--- src/sv/gic_pkg.sv ---
`timescale 1ns / 1ps
package gic_pkg;

    localparam int DIGITAL_W = 14;
    localparam int LEVEL_W   = 24;
    localparam int CFG_W     = 16;
    localparam int CFG_IDX_W = 3;
    localparam int NUM_REGS  = 8;
    localparam int NUM_AXES  = 6;
    localparam int MAG_W     = 15;
    localparam int WIDE_W    = 24;
    localparam int DIV_STEPS = 15;

    localparam logic [CFG_IDX_W-1:0] REG_LEFT_DEAD   = 3'd0;
    localparam logic [CFG_IDX_W-1:0] REG_RIGHT_DEAD  = 3'd1;
    localparam logic [CFG_IDX_W-1:0] REG_LEFT_FULL   = 3'd2;
    localparam logic [CFG_IDX_W-1:0] REG_RIGHT_FULL  = 3'd3;
    localparam logic [CFG_IDX_W-1:0] REG_TRIG_DEAD   = 3'd4;
    localparam logic [CFG_IDX_W-1:0] REG_TRIG_FULL   = 3'd5;
    localparam logic [CFG_IDX_W-1:0] REG_STICK_PRESS = 3'd6;
    localparam logic [CFG_IDX_W-1:0] REG_TRIG_PRESS  = 3'd7;

    // Register 0 sits in the lowest slice.
    localparam logic [NUM_REGS-1:0][CFG_W-1:0] CFG_RESET = {
        16'd32768, 16'd32768, 16'd29491, 16'd3277,
        16'd29491, 16'd29491, 16'd6554,  16'd6554
    };

    localparam logic [2:0] AXIS_LX   = 3'd0;
    localparam logic [2:0] AXIS_LY   = 3'd1;
    localparam logic [2:0] AXIS_RX   = 3'd2;
    localparam logic [2:0] AXIS_RY   = 3'd3;
    localparam logic [2:0] AXIS_LT   = 3'd4;
    localparam logic [2:0] AXIS_RT   = 3'd5;
    localparam logic [2:0] AXIS_LAST = AXIS_RT;

    localparam logic [MAG_W-1:0] MAG_MAX = 15'h7FFF;

    typedef struct packed {
        logic                 pad_present;
        logic [DIGITAL_W-1:0] digital_buttons;
        logic signed [15:0]   raw_left_x;
        logic signed [15:0]   raw_left_y;
        logic signed [15:0]   raw_right_x;
        logic signed [15:0]   raw_right_y;
        logic [7:0]           raw_left_trigger;
        logic [7:0]           raw_right_trigger;
    } t_poll;

    typedef struct packed {
        logic               was_connected;
        logic [LEVEL_W-1:0] button_levels;
        logic [LEVEL_W-1:0] button_rises;
        logic [LEVEL_W-1:0] button_falls;
        logic               any_activity;
        logic signed [15:0] left_stick_x;
        logic signed [15:0] left_stick_y;
        logic signed [15:0] right_stick_x;
        logic signed [15:0] right_stick_y;
        logic [MAG_W-1:0]   left_pull;
        logic [MAG_W-1:0]   right_pull;
    } t_result;

    typedef struct packed {
        logic       capture;
        logic       setup;
        logic       div_step;
        logic       write_axis;
        logic       emit;
        logic [2:0] axis_sel;
    } t_cmd;

    typedef struct packed {
        logic present;
        logic need_div;
        logic out_free;
    } t_sts;

endpackage

--- src/sv/gic_stream_if.sv ---
`timescale 1ns / 1ps
interface gic_stream_if #(
    parameter type T = logic
);
    logic valid;
    logic ready;
    T     data;

    modport source (output valid, output data, input ready);
    modport sink (input valid, input data, output ready);
endinterface

--- src/sv/gic_ctrl.sv ---
`timescale 1ns / 1ps
module gic_ctrl import gic_pkg::*; (
    input  logic i_clk,
    input  logic i_rst_n,
    input  logic i_in_valid,
    output logic o_in_ready,
    input  t_sts i_sts,
    output t_cmd o_cmd
);

    typedef enum logic [4:0] {
        S_IDLE  = 5'b00001,
        S_SETUP = 5'b00010,
        S_DIV   = 5'b00100,
        S_WRITE = 5'b01000,
        S_DONE  = 5'b10000
    } t_state;

    localparam logic [3:0] DIV_LAST = 4'(DIV_STEPS - 1);

    t_state     r_state, n_state;
    logic [2:0] r_k, n_k;
    logic [3:0] r_cnt, n_cnt;

    always_comb begin
        n_state    = r_state;
        n_k        = r_k;
        n_cnt      = r_cnt;
        o_cmd      = '0;
        o_cmd.axis_sel = r_k;
        o_in_ready = 1'b0;
        case (r_state)
            S_IDLE: begin
                o_in_ready = i_rst_n;
                if (i_rst_n && i_in_valid) begin
                    o_cmd.capture = 1'b1;
                    n_k     = AXIS_LX;
                    n_state = S_SETUP;
                end
            end
            S_SETUP: begin
                if (!i_sts.present) begin
                    n_state = S_DONE;
                end else begin
                    o_cmd.setup = 1'b1;
                    n_cnt   = '0;
                    n_state = i_sts.need_div ? S_DIV : S_WRITE;
                end
            end
            S_DIV: begin
                o_cmd.div_step = 1'b1;
                n_cnt = r_cnt + 4'd1;
                if (r_cnt == DIV_LAST) begin
                    n_state = S_WRITE;
                end
            end
            S_WRITE: begin
                o_cmd.write_axis = 1'b1;
                if (r_k == AXIS_LAST) begin
                    n_state = S_DONE;
                end else begin
                    n_k     = r_k + 3'd1;
                    n_state = S_SETUP;
                end
            end
            S_DONE: begin
                if (i_sts.out_free) begin
                    o_cmd.emit = 1'b1;
                    n_state = S_IDLE;
                end
            end
            default: begin
                n_state = S_IDLE;
            end
        endcase
    end

    always_ff @(posedge i_clk) begin
        if (!i_rst_n) begin
            r_state <= S_IDLE;
            r_k     <= '0;
            r_cnt   <= '0;
        end else begin
            r_state <= n_state;
            r_k     <= n_k;
            r_cnt   <= n_cnt;
        end
    end

`ifndef NO_ASSERTIONS
    a_axis_range: assert property (@(posedge i_clk) disable iff (!i_rst_n)
        r_k <= AXIS_LAST)
        else $error("axis index out of range");

    a_div_count: assert property (@(posedge i_clk) disable iff (!i_rst_n)
        r_state == S_DIV |-> r_cnt <= DIV_LAST)
        else $error("divider ran past its last step");

    a_setup_follows_capture: assert property (@(posedge i_clk) disable iff (!i_rst_n)
        o_cmd.capture |=> r_state == S_SETUP && r_k == AXIS_LX)
        else $error("capture did not start axis sequence");
`endif

endmodule

--- src/sv/gic_datapath.sv ---
`timescale 1ns / 1ps
module gic_datapath import gic_pkg::*; (
    input  logic                 i_clk,
    input  logic                 i_rst_n,
    input  t_cmd                 i_cmd,
    output t_sts                 o_sts,
    input  t_poll                i_poll,
    input  logic                 i_out_ready,
    output logic                 o_out_valid,
    output t_result              o_result,
    input  logic                 i_cfg_we,
    input  logic [CFG_IDX_W-1:0] i_cfg_idx,
    input  logic [CFG_W-1:0]     i_cfg_data
);

    function automatic logic [WIDE_W-1:0] times255(input logic [CFG_W-1:0] x);
        return {x, 8'd0} - {8'd0, x};
    endfunction

    function automatic logic [3:0] dir_bits(input logic [15:0] x, input logic [15:0] y,
                                            input logic [CFG_W-1:0] lvl);
        logic signed [17:0] xs;
        logic signed [17:0] ys;
        logic signed [17:0] pos;
        logic signed [17:0] neg;
        xs  = {{2{x[15]}}, x};
        ys  = {{2{y[15]}}, y};
        pos = {2'b00, lvl};
        neg = -pos;
        return {xs >= pos, xs <= neg, ys <= neg, ys >= pos};
    endfunction

    logic [CFG_W-1:0]     r_cfg [NUM_REGS];
    t_poll                r_poll;
    logic [LEVEL_W-1:0]   r_levels;
    logic [LEVEL_W-1:0]   r_held_btn;
    logic signed [15:0]   r_held_axes [NUM_AXES];
    logic [WIDE_W-1:0]    r_rem;
    logic [WIDE_W-1:0]    r_den;
    logic [MAG_W-1:0]     r_mag;
    logic                 r_neg;
    logic                 r_out_valid;
    t_result              r_out;

    logic [LEVEL_W-1:0]   cap_levels;
    logic [15:0]          sel_raw;
    logic [7:0]           sel_trig;
    logic                 sel_is_trig;
    logic [CFG_W-1:0]     sel_dead;
    logic [CFG_W-1:0]     sel_full;
    logic [16:0]          stick_abs;
    logic [WIDE_W-1:0]    m_val;
    logic [WIDE_W-1:0]    dead_val;
    logic [WIDE_W-1:0]    full_val;
    logic                 in_zero;
    logic                 in_neg;
    logic [MAG_W-1:0]     setup_mag;
    logic                 need_div;
    logic [WIDE_W:0]      step_shift;
    logic [WIDE_W:0]      step_diff;
    logic                 step_bit;
    logic [15:0]          axis_val;
    logic [LEVEL_W-1:0]   new_levels;
    logic [LEVEL_W-1:0]   new_rises;
    logic [LEVEL_W-1:0]   new_falls;
    logic                 axes_active;
    logic                 out_free;

    always_comb begin
        cap_levels = {
            {1'b0, i_poll.raw_right_trigger, 15'd0} >= times255(r_cfg[REG_TRIG_PRESS]),
            {1'b0, i_poll.raw_left_trigger, 15'd0} >= times255(r_cfg[REG_TRIG_PRESS]),
            dir_bits(i_poll.raw_right_x, i_poll.raw_right_y, r_cfg[REG_STICK_PRESS]),
            dir_bits(i_poll.raw_left_x, i_poll.raw_left_y, r_cfg[REG_STICK_PRESS]),
            i_poll.digital_buttons
        };
    end

    always_comb begin
        sel_raw     = r_poll.raw_left_x;
        sel_trig    = '0;
        sel_is_trig = 1'b0;
        sel_dead    = r_cfg[REG_LEFT_DEAD];
        sel_full    = r_cfg[REG_LEFT_FULL];
        case (i_cmd.axis_sel)
            AXIS_LY: begin
                sel_raw = r_poll.raw_left_y;
            end
            AXIS_RX: begin
                sel_raw  = r_poll.raw_right_x;
                sel_dead = r_cfg[REG_RIGHT_DEAD];
                sel_full = r_cfg[REG_RIGHT_FULL];
            end
            AXIS_RY: begin
                sel_raw  = r_poll.raw_right_y;
                sel_dead = r_cfg[REG_RIGHT_DEAD];
                sel_full = r_cfg[REG_RIGHT_FULL];
            end
            AXIS_LT: begin
                sel_trig    = r_poll.raw_left_trigger;
                sel_is_trig = 1'b1;
                sel_dead    = r_cfg[REG_TRIG_DEAD];
                sel_full    = r_cfg[REG_TRIG_FULL];
            end
            AXIS_RT: begin
                sel_trig    = r_poll.raw_right_trigger;
                sel_is_trig = 1'b1;
                sel_dead    = r_cfg[REG_TRIG_DEAD];
                sel_full    = r_cfg[REG_TRIG_FULL];
            end
            default: begin
                sel_raw = r_poll.raw_left_x;
            end
        endcase

        stick_abs = sel_raw[15] ? (~{1'b1, sel_raw}) + 17'd1 : {1'b0, sel_raw};
        in_zero   = sel_is_trig ? (sel_trig == 8'd0) : (sel_raw == 16'd0);
        in_neg    = !sel_is_trig && sel_raw[15];
        m_val     = sel_is_trig ? {1'b0, sel_trig, 15'd0} : {7'd0, stick_abs};
        dead_val  = sel_is_trig ? times255(sel_dead) : {8'd0, sel_dead};
        full_val  = sel_is_trig ? times255(sel_full) : {8'd0, sel_full};

        need_div  = 1'b0;
        setup_mag = '0;
        if (in_zero) begin
            setup_mag = '0;
        end else if (full_val <= dead_val) begin
            setup_mag = (m_val < dead_val) ? '0 : MAG_MAX;
        end else if (m_val <= dead_val) begin
            setup_mag = '0;
        end else if (m_val >= full_val) begin
            setup_mag = MAG_MAX;
        end else begin
            need_div = 1'b1;
        end
    end

    assign step_shift = {r_rem, 1'b0};
    assign step_diff  = step_shift - {1'b0, r_den};
    assign step_bit   = step_shift >= {1'b0, r_den};
    assign axis_val   = r_neg ? (~{1'b0, r_mag}) + 16'd1 : {1'b0, r_mag};

    always_comb begin
        axes_active = 1'b0;
        for (int i = 0; i < NUM_AXES; i++) begin
            if (r_held_axes[i] != 16'sd0) begin
                axes_active = 1'b1;
            end
        end
    end

    assign new_levels = r_poll.pad_present ? r_levels : r_held_btn;
    assign new_rises  = r_poll.pad_present ? (r_levels & ~r_held_btn) : '0;
    assign new_falls  = r_poll.pad_present ? (~r_levels & r_held_btn) : '0;
    assign out_free   = !r_out_valid || i_out_ready;

    assign o_sts.present  = r_poll.pad_present;
    assign o_sts.need_div = need_div;
    assign o_sts.out_free = out_free;
    assign o_out_valid    = r_out_valid;
    assign o_result       = r_out;

    always_ff @(posedge i_clk) begin
        if (!i_rst_n) begin
            for (int i = 0; i < NUM_REGS; i++) begin
                r_cfg[i] <= CFG_RESET[i];
            end
        end else if (i_cfg_we) begin
            r_cfg[i_cfg_idx] <= i_cfg_data;
        end
    end

    always_ff @(posedge i_clk) begin
        if (i_cmd.capture) begin
            r_poll   <= i_poll;
            r_levels <= cap_levels;
        end
        if (i_cmd.setup) begin
            r_rem <= m_val - dead_val;
            r_den <= full_val - dead_val;
            r_mag <= setup_mag;
            r_neg <= in_neg;
        end else if (i_cmd.div_step) begin
            r_rem <= step_bit ? step_diff[WIDE_W-1:0] : step_shift[WIDE_W-1:0];
            r_mag <= {r_mag[MAG_W-2:0], step_bit};
        end
        if (i_cmd.emit) begin
            r_out.was_connected <= r_poll.pad_present;
            r_out.button_levels <= new_levels;
            r_out.button_rises  <= new_rises;
            r_out.button_falls  <= new_falls;
            r_out.any_activity  <= (|new_levels) || axes_active;
            r_out.left_stick_x  <= r_held_axes[AXIS_LX];
            r_out.left_stick_y  <= r_held_axes[AXIS_LY];
            r_out.right_stick_x <= r_held_axes[AXIS_RX];
            r_out.right_stick_y <= r_held_axes[AXIS_RY];
            r_out.left_pull     <= r_held_axes[AXIS_LT][MAG_W-1:0];
            r_out.right_pull    <= r_held_axes[AXIS_RT][MAG_W-1:0];
        end
    end

    always_ff @(posedge i_clk) begin
        if (!i_rst_n) begin
            r_held_btn  <= '0;
            r_out_valid <= 1'b0;
            for (int i = 0; i < NUM_AXES; i++) begin
                r_held_axes[i] <= '0;
            end
        end else begin
            if (i_cmd.write_axis) begin
                r_held_axes[i_cmd.axis_sel] <= axis_val;
            end
            if (i_cmd.emit) begin
                r_held_btn  <= new_levels;
                r_out_valid <= 1'b1;
            end else if (i_out_ready) begin
                r_out_valid <= 1'b0;
            end
        end
    end

`ifndef NO_ASSERTIONS
    a_emit_when_free: assert property (@(posedge i_clk) disable iff (!i_rst_n)
        i_cmd.emit |-> !r_out_valid || i_out_ready)
        else $error("result overwritten before it was taken");

    a_rise_fall_disjoint: assert property (@(posedge i_clk) disable iff (!i_rst_n)
        r_out_valid |-> (r_out.button_rises & r_out.button_falls) == '0)
        else $error("button both rose and fell");

    a_absent_holds: assert property (@(posedge i_clk) disable iff (!i_rst_n)
        i_cmd.emit && !r_poll.pad_present |=> $stable(r_held_btn))
        else $error("held buttons changed on absent poll");
`endif

endmodule

--- src/sv/gamepad_input_conditioner.sv ---
`timescale 1ns / 1ps
// Conditions one gamepad poll per item: axial dead zone on the four stick axes and two
// triggers, ten analog buttons from press thresholds, and rise/fall masks against the
// previous poll. A connected poll is handled as a capture, then for each of the six axes a
// setup step, the shared restoring divider (one quotient bit per cycle) and a write step,
// then the result is loaded into the output register as soon as that register is free; an
// axis whose result is settled by the zone limits skips the divider. A poll with the pad
// absent skips the axes and repeats the held state. A new item is taken once the previous
// one has been moved into the output register, even if that result has not yet been taken.
// Configuration registers must be written only while the block is idle.
module gamepad_input_conditioner import gic_pkg::*; (
    input  logic                 i_clk,
    input  logic                 i_rst_n,
    gic_stream_if.sink           i_poll,
    gic_stream_if.source         o_result,
    input  logic                 i_cfg_we,
    input  logic [CFG_IDX_W-1:0] i_cfg_idx,
    input  logic [CFG_W-1:0]     i_cfg_data
);

    t_cmd    cmd;
    t_sts    sts;
    logic    in_ready;
    logic    out_valid;
    t_result result;

    gic_ctrl u_ctrl (
        .i_clk      (i_clk),
        .i_rst_n    (i_rst_n),
        .i_in_valid (i_poll.valid),
        .o_in_ready (in_ready),
        .i_sts      (sts),
        .o_cmd      (cmd)
    );

    gic_datapath u_datapath (
        .i_clk       (i_clk),
        .i_rst_n     (i_rst_n),
        .i_cmd       (cmd),
        .o_sts       (sts),
        .i_poll      (i_poll.data),
        .i_out_ready (o_result.ready),
        .o_out_valid (out_valid),
        .o_result    (result),
        .i_cfg_we    (i_cfg_we),
        .i_cfg_idx   (i_cfg_idx),
        .i_cfg_data  (i_cfg_data)
    );

    assign i_poll.ready   = in_ready;
    assign o_result.valid = out_valid;
    assign o_result.data  = result;

endmodule
--- src/flat_wrapper.sv ---
// flat-port wrapper written by rule: the top's interface ports become plain ports
module gamepad_input_conditioner_flat import gic_pkg::*;
  (i_clk, i_rst_n, i_cfg_we, i_cfg_idx, i_cfg_data, i_poll_valid, i_poll_data, i_poll_ready, o_result_valid, o_result_data, o_result_ready);
  gic_stream_if i_poll_i ();
  gic_stream_if o_result_i ();
  input  logic i_clk;
  input  logic i_rst_n;
  input  logic i_cfg_we;
  input  logic [CFG_IDX_W-1:0] i_cfg_idx;
  input  logic [CFG_W-1:0] i_cfg_data;
  input wire logic [$bits(i_poll_i.valid)-1:0] i_poll_valid;
  input wire logic [$bits(i_poll_i.data)-1:0] i_poll_data;
  output wire logic [$bits(i_poll_i.ready)-1:0] i_poll_ready;
  output wire logic [$bits(o_result_i.valid)-1:0] o_result_valid;
  output wire logic [$bits(o_result_i.data)-1:0] o_result_data;
  input wire logic [$bits(o_result_i.ready)-1:0] o_result_ready;
  assign i_poll_i.valid = i_poll_valid;
  assign i_poll_i.data = i_poll_data;
  assign i_poll_ready = i_poll_i.ready;
  assign o_result_valid = o_result_i.valid;
  assign o_result_data = o_result_i.data;
  assign o_result_i.ready = o_result_ready;
  gamepad_input_conditioner u_core (.i_clk(i_clk), .i_rst_n(i_rst_n), .i_poll(i_poll_i), .o_result(o_result_i), .i_cfg_we(i_cfg_we), .i_cfg_idx(i_cfg_idx), .i_cfg_data(i_cfg_data));
endmodule
--- config.mk ---
export PLATFORM = sky130hd
export DESIGN_NAME = gamepad_input_conditioner_flat
export DESIGN_NICKNAME = d
export VERILOG_FILES = /design/src/sv/gic_pkg.sv /design/src/sv/gic_stream_if.sv /design/src/sv/gic_ctrl.sv /design/src/sv/gic_datapath.sv /design/src/sv/gamepad_input_conditioner.sv /design/src/flat_wrapper.sv
export SDC_FILE = /design/constraint.sdc
export NUM_CORES = 1
export LEC_CHECK = 0
export ABC_AREA = 0
export BUFFER_PORTS_ARGS = -buffer_cell sky130_fd_sc_hd__buf_2
export CORE_UTILIZATION = 35
export CTS_CLUSTER_SIZE = 40
export DETAILED_ROUTE_END_ITERATION = 12
export SYNTH_ARGS = -nofsm -noshare
export SYNTH_HDL_FRONTEND = slang
export SYNTH_HIERARCHICAL = 1
export SYNTH_SLANG_ARGS = --single-unit
--- constraint.sdc ---
create_clock -name i_clk -period 18.15 [get_ports i_clk]
set_input_delay 3.63 -clock i_clk [delete_from_list [all_inputs] [get_ports i_clk]]
set_output_delay 3.63 -clock i_clk [all_outputs]
set_load 0.02 [all_outputs]
Word-level counts from Yosys, hierarchy flattened
Memories as Yosys holds them, arrays and structs flattened. A register that Yosys moved wholly into a read port is not among the register bits.
Index checks and enable logic that the tools add are counted.
{"block": "word_totals", "reg_bits": 28, "mem_bits_rw": 90, "input_bits": 25, "output_inout_bits": 3, "wordCells": 54, "memories": 1}
{"memory": "u_core.u_datapath.r_held_axes", "words": 6, "word_bits": 15, "read_ports": 1, "rd_clocked_by_memory_dff": 1, "wr": 6, "line": "gic_datapath.sv:37", "text": "logic signed [15:0] r_held_axes [NUM_AXES];"}
{"block": "classes", "add_sub_neg": 2, "n_reduce_logical": 10, "eq_ne": 11, "bitwise": 1, "muxes": 24}
{"cell": "$mux 15", "count": 2}
{"cell": "$pmux 5 s5", "count": 1}
{"cell": "$mux 5", "count": 4}
{"cell": "$reduce_or 15->1", "count": 1}
{"cell": "$mux 1", "count": 12}
{"cell": "$mux 3", "count": 3}
{"cell": "$ne 2x2->1 const B", "count": 4}
{"cell": "$pmux 3 s2", "count": 1}
{"cell": "$reduce_and 3->1", "count": 2}
{"cell": "$reduce_bool 2->1", "count": 3}
{"cell": "$eq 5x1->1 const B", "count": 1}
{"cell": "$eq 5x2->1 const B", "count": 1}
{"cell": "$eq 5x3->1 const B", "count": 1}
{"cell": "$eq 5x4->1 const B", "count": 1}
{"cell": "$eq 5x5->1 const B", "count": 1}
{"cell": "$add 4x1->4 const B", "count": 1}
{"cell": "$eq 4x4->1 const B", "count": 1}
{"cell": "$mux 4", "count": 1}
{"cell": "$add 3x1->3 const B", "count": 1}
{"cell": "$eq 3x3->1 const B", "count": 1}
{"cell": "$reduce_and 2->1", "count": 1}
{"cell": "$logic_and 1x1->1", "count": 1}
{"cell": "$logic_not 1->1", "count": 1}
{"cell": "$logic_or 1x1->1", "count": 1}
{"cell": "$not 1->1", "count": 1}

Logic depth before layout (Yosys ltp)
{"block": "depth", "ltp_word": 7, "mapped_depth": 35, "depth_no_buf": 30}

Modules after synthesis
Netlist, hierarchy kept.
{"mod": "gic_datapath", "cells_each": 2904, "seq_area_each_um2": 17346.6, "instances": 1, "area_per_inst_um2": 32652.6}
{"mod": "gic_ctrl", "cells_each": 93, "seq_area_each_um2": 240.2, "instances": 1, "area_per_inst_um2": 730.7}
{"mod": "gamepad_input_conditioner", "cells_each": 1, "seq_area_each_um2": 0.0, "instances": 1, "area_per_inst_um2": 3.8}

Worst setup path after synthesis
No wires, ideal clock.
{"block": "synth_timing", "path_type": "input -> register", "start": "input port o_result_ready", "end": "register u_core/u_datapath/r_held_btn[10] (netlist name)", "t_required_ns": 18.034, "arrival_time_ns": 11.830, "cell_stages": 8, "setup_slack_ns": 6.204, "path_buffers": 3, "setup_time_ns": 0.116, "path_cell_list": "nand2b_1 -> buf_4 -> inv_1 -> nor2_1 -> clkbuf_1 -> buf_1 -> nand2_1 -> o211a_1"}
{"item": "from (decl)", "line": "flat_wrapper.sv:16", "text": "input wire logic [$bits(o_result_i.ready)-1:0] o_result_ready;"}

Final worst setup path
{"block": "layout_timing", "start": "input port i_rst_n", "end": "output port i_poll_ready"}
{"block": "layout_via", "elab_chain_cells": 1}
{"item": "from (decl)", "line": "flat_wrapper.sv:7", "text": "input logic i_rst_n;"}
{"item": "$mux 1", "line": "gic_ctrl.sv:32", "text": "case (r_state)"}
{"item": "to (decl)", "line": "flat_wrapper.sv:13", "text": "output wire logic [$bits(i_poll_i.ready)-1:0] i_poll_ready;"}
No other way between the ends.

==> results by group <==
Route
  • Wire length per cell: 18.27 µm
  • DRT Wirelength: 43430 µm
  • Drt drc: 0
  • Average vias per placed instance: 5.307
  • Pre-antenna DRT Iters: 7
  • DRT antenna net count: 0
  • Initial drt markers: 842
  • Routed via count: 12610

Clock network
  • Worst-Skew Late Latency: 0.54 ns
  • Num CTS Buffers: 27
  • Clock sink count: 241
  • Resize count post-CTS: 0
  • Clock slew at reported path FFs: 0.06 ns
  • Root buffer cell: clkbuf_16
  • CTS Buffer Depth: 3
  • H-tree Lvls: 1
  • Post-CTS setup buffer count: 0
  • TritonCTS clock tree: done
  • Hold buffers post-CTS: 0

STA
  • Final Max Slew Viols: 0
  • Hold_ws: 0.4297 ns
  • Max transition margin: 0.2945
  • Clock Skew: 0.009568 ns
  • FMAX: 125.8 MHz
  • Pin slew with the least headroom to its limit: 1.058 ns
  • Period utilization: 0.4380
  • Final setup violation count: 0
  • TNS Setup: 0 ns
  • Fin. Hold Viols: 0
  • Final Critical Period: 7.951 ns
  • RSZ-0062 raised after global routing: false

GRT
  • Initial antenna violation count: 0
  • Overall Global Routing Usage: 0.1831
  • Vias in the first global route: 12330
  • First-pass GRT wire length: 68470 µm
  • Total gr overflow: 0
  • Largest net degree at the start of global routing: 82

Worst setup path
  • FF-to-FF End: u_core/u_ctrl/r_state[3]$_SDFFE_PN0P_
  • Crit path launch type: input pin
  • Worst Path Max Fanout: 16
  • R2R setup slack: 10.55 ns
  • CP arrival: 4.32 ns
  • Critical R2R Launch: u_core/u_ctrl/r_k[1]$_SDFFE_PN0P_
  • Critical path class: input pin to primary output
  • R2R depth: 29
  • CP required: 14.52 ns
  • Critical path endpoint category: primary output

Layout
  • Ant diodes: 0
  • Area Overhead vs Synth: 11.42%
  • Fin cells: 2377
  • Multi-input logic area: 0.009026 mm²
  • Seq. cell area: 0.007107 mm²
  • Fill count: 4560
  • NumNets Final: 1893
  • Share of cells above drive strength 1: 0.07966

Floorplan
  • Num ports: 28
  • Initial Util: 0.3541
  • Die ar.: 0.04798 mm²
  • Die H: 219.0 µm
  • Core area: 0.04656 mm²
  • Chip Width: 219.0 µm
  • # rows: 79

Placed design
  • PortBufs: 27
  • Hpwl dp: 32710 µm
  • Dpl cells: 2329
  • Placer Congestion: 0.9634

Flow run
  • Max-cap viol count: 0

Power and ir drop
  • PD cells: 87.07 mW/mm²
  • Final Total Pwr: 1600 µW
  • Flop pwr share: 0.429
  • Combinational power share: 0.237
  • Switching portion of total power: 0.2945
  • LEAKAGE: 0.006942 µW
  • Clock network fraction of total power: 0.334
  • Internal Power: 1129 µW
  • Sw Pwr: 471.0 µW
  • Worst IR drop on VDD: 0.05657 mV

Yosys
  • Post-Syn Area: 0.01649 mm²
  • Cells after Synth: 1672
  • Avg Cell Area, Syn: 9.861 µm²
  • Yosys warnings: 6

Run status
  • Status: completed

Hold path
  • Hold Path Origin: u_core/u_datapath/r_held_axes[5][0]$_DFFE_PP_
  • Tightest Hold Check Type: register to register
  • Worst hold path depth: 0
  • Hold path endpoint: u_core/u_datapath/o_result[0]$_DFFE_PP_
==> cell usage in the layout, fill, tap and decap left out, drive strengths merged, types with 30 or more instances in the layout <==
cell type	n
xor2	54
o21ai	119
edfxtp	228
nand3	34
a21oi	124
and2	70
nor3	30
ha	114
conb	80
inv	91
nor2	117
buf	45
or3	52
clkbuf	40
xnor2	60
nand2	108
==> worst max-delay path: stages <==
cell and delay (ns):
buf_2 0.25, nand2_1 0.11, nor2_1 0.14, buf_2 0.19
==> layout make-up <==
type | instances | share of cell area
clock buffer | 40 | 0.04162
clock inverter | 8 | 0.005313
inverter | 92 | 0.01880
multi-input combinational | 1344 | 0.4914
sequential | 241 | 0.3869
tap | 607 | 0.04134
timing repair buffer | 45 | 0.01471
==> how the worst max path moves through the flow <==
stage	start	endpoint	slack (ns)	depth (start not counted)
final	i_rst_n	i_poll_ready	10.20	4
after global routing	u_core/u_ctrl/r_k[1]$_SDFFE_PN0P_	u_core/u_ctrl/r_state[3]$_SDFFE_PN0P_	9.90	30
after CTS	i_rst_n	i_poll_ready	10.22	4
after detailed placement	i_rst_n	i_poll_ready	10.22	4
after global placement	i_rst_n	i_poll_ready	10.21	4
after floorplan	i_rst_n	i_poll_ready	10.53	2
==> power by group through the flow <==
stage / Clock [µW] / Sequential (µW) / Combinational, µW
2_1_floorplan: 0 / 694 / 278
3_3_place_gp: 0 / 697 / 370
3_5_place_dp: 0 / 698 / 374
4_1_cts: 551 / 687 / 377
5_1_grt: 572 / 691 / 422
6_report: 534 / 687 / 379
==> flip-flops by register name, summed over array words and instances, names as in the netlist <==
name and count:
u_core/u_datapath/r_cfg 96, u_core/u_datapath/r_poll 80, u_core/u_datapath/r_den 24, u_core/u_datapath/r_rem 24, u_core/u_ctrl/r_state 5, u_core/u_ctrl/r_cnt 4
u_core/u_ctrl/r_k 3, u_core/u_datapath/o_out_valid 1, u_core/u_datapath/o_result 1, u_core/u_datapath/o_sts 1, u_core/u_datapath/r_held_axes 1, u_core/u_datapath/r_mag 1
==> stage by stage <==
| step | util | setup WS [ns] | cell area, µm² |
|---|---|---|---|
| 2_1_floorplan | - | 10.53 | 16780 |
| 6_report | 0.3946 | 10.20 | 18370 |
| 4_1_cts | 0.3946 | 10.22 | 18370 |
| 3_3_place_gp | 0.3761 | 10.21 | 17510 |
| 3_5_place_dp | 0.3761 | 10.22 | 17510 |
| 5_1_grt | 0.3946 | 9.901 | 18370 |
==> metal layers <==
layer  share of wire  vias to the layer above  track usage  wire length [µm]
li1                -                     6239            -                 -
met1            0.47                     6054       0.2452             20250
met2            0.47                      265       0.3155             20520
met3           0.036                       56      0.01705              1580
met4           0.025                        0      0.04699              1080
met5               0                        -            0                 0
No activity file was read; power rests on OpenSTA's default activity.
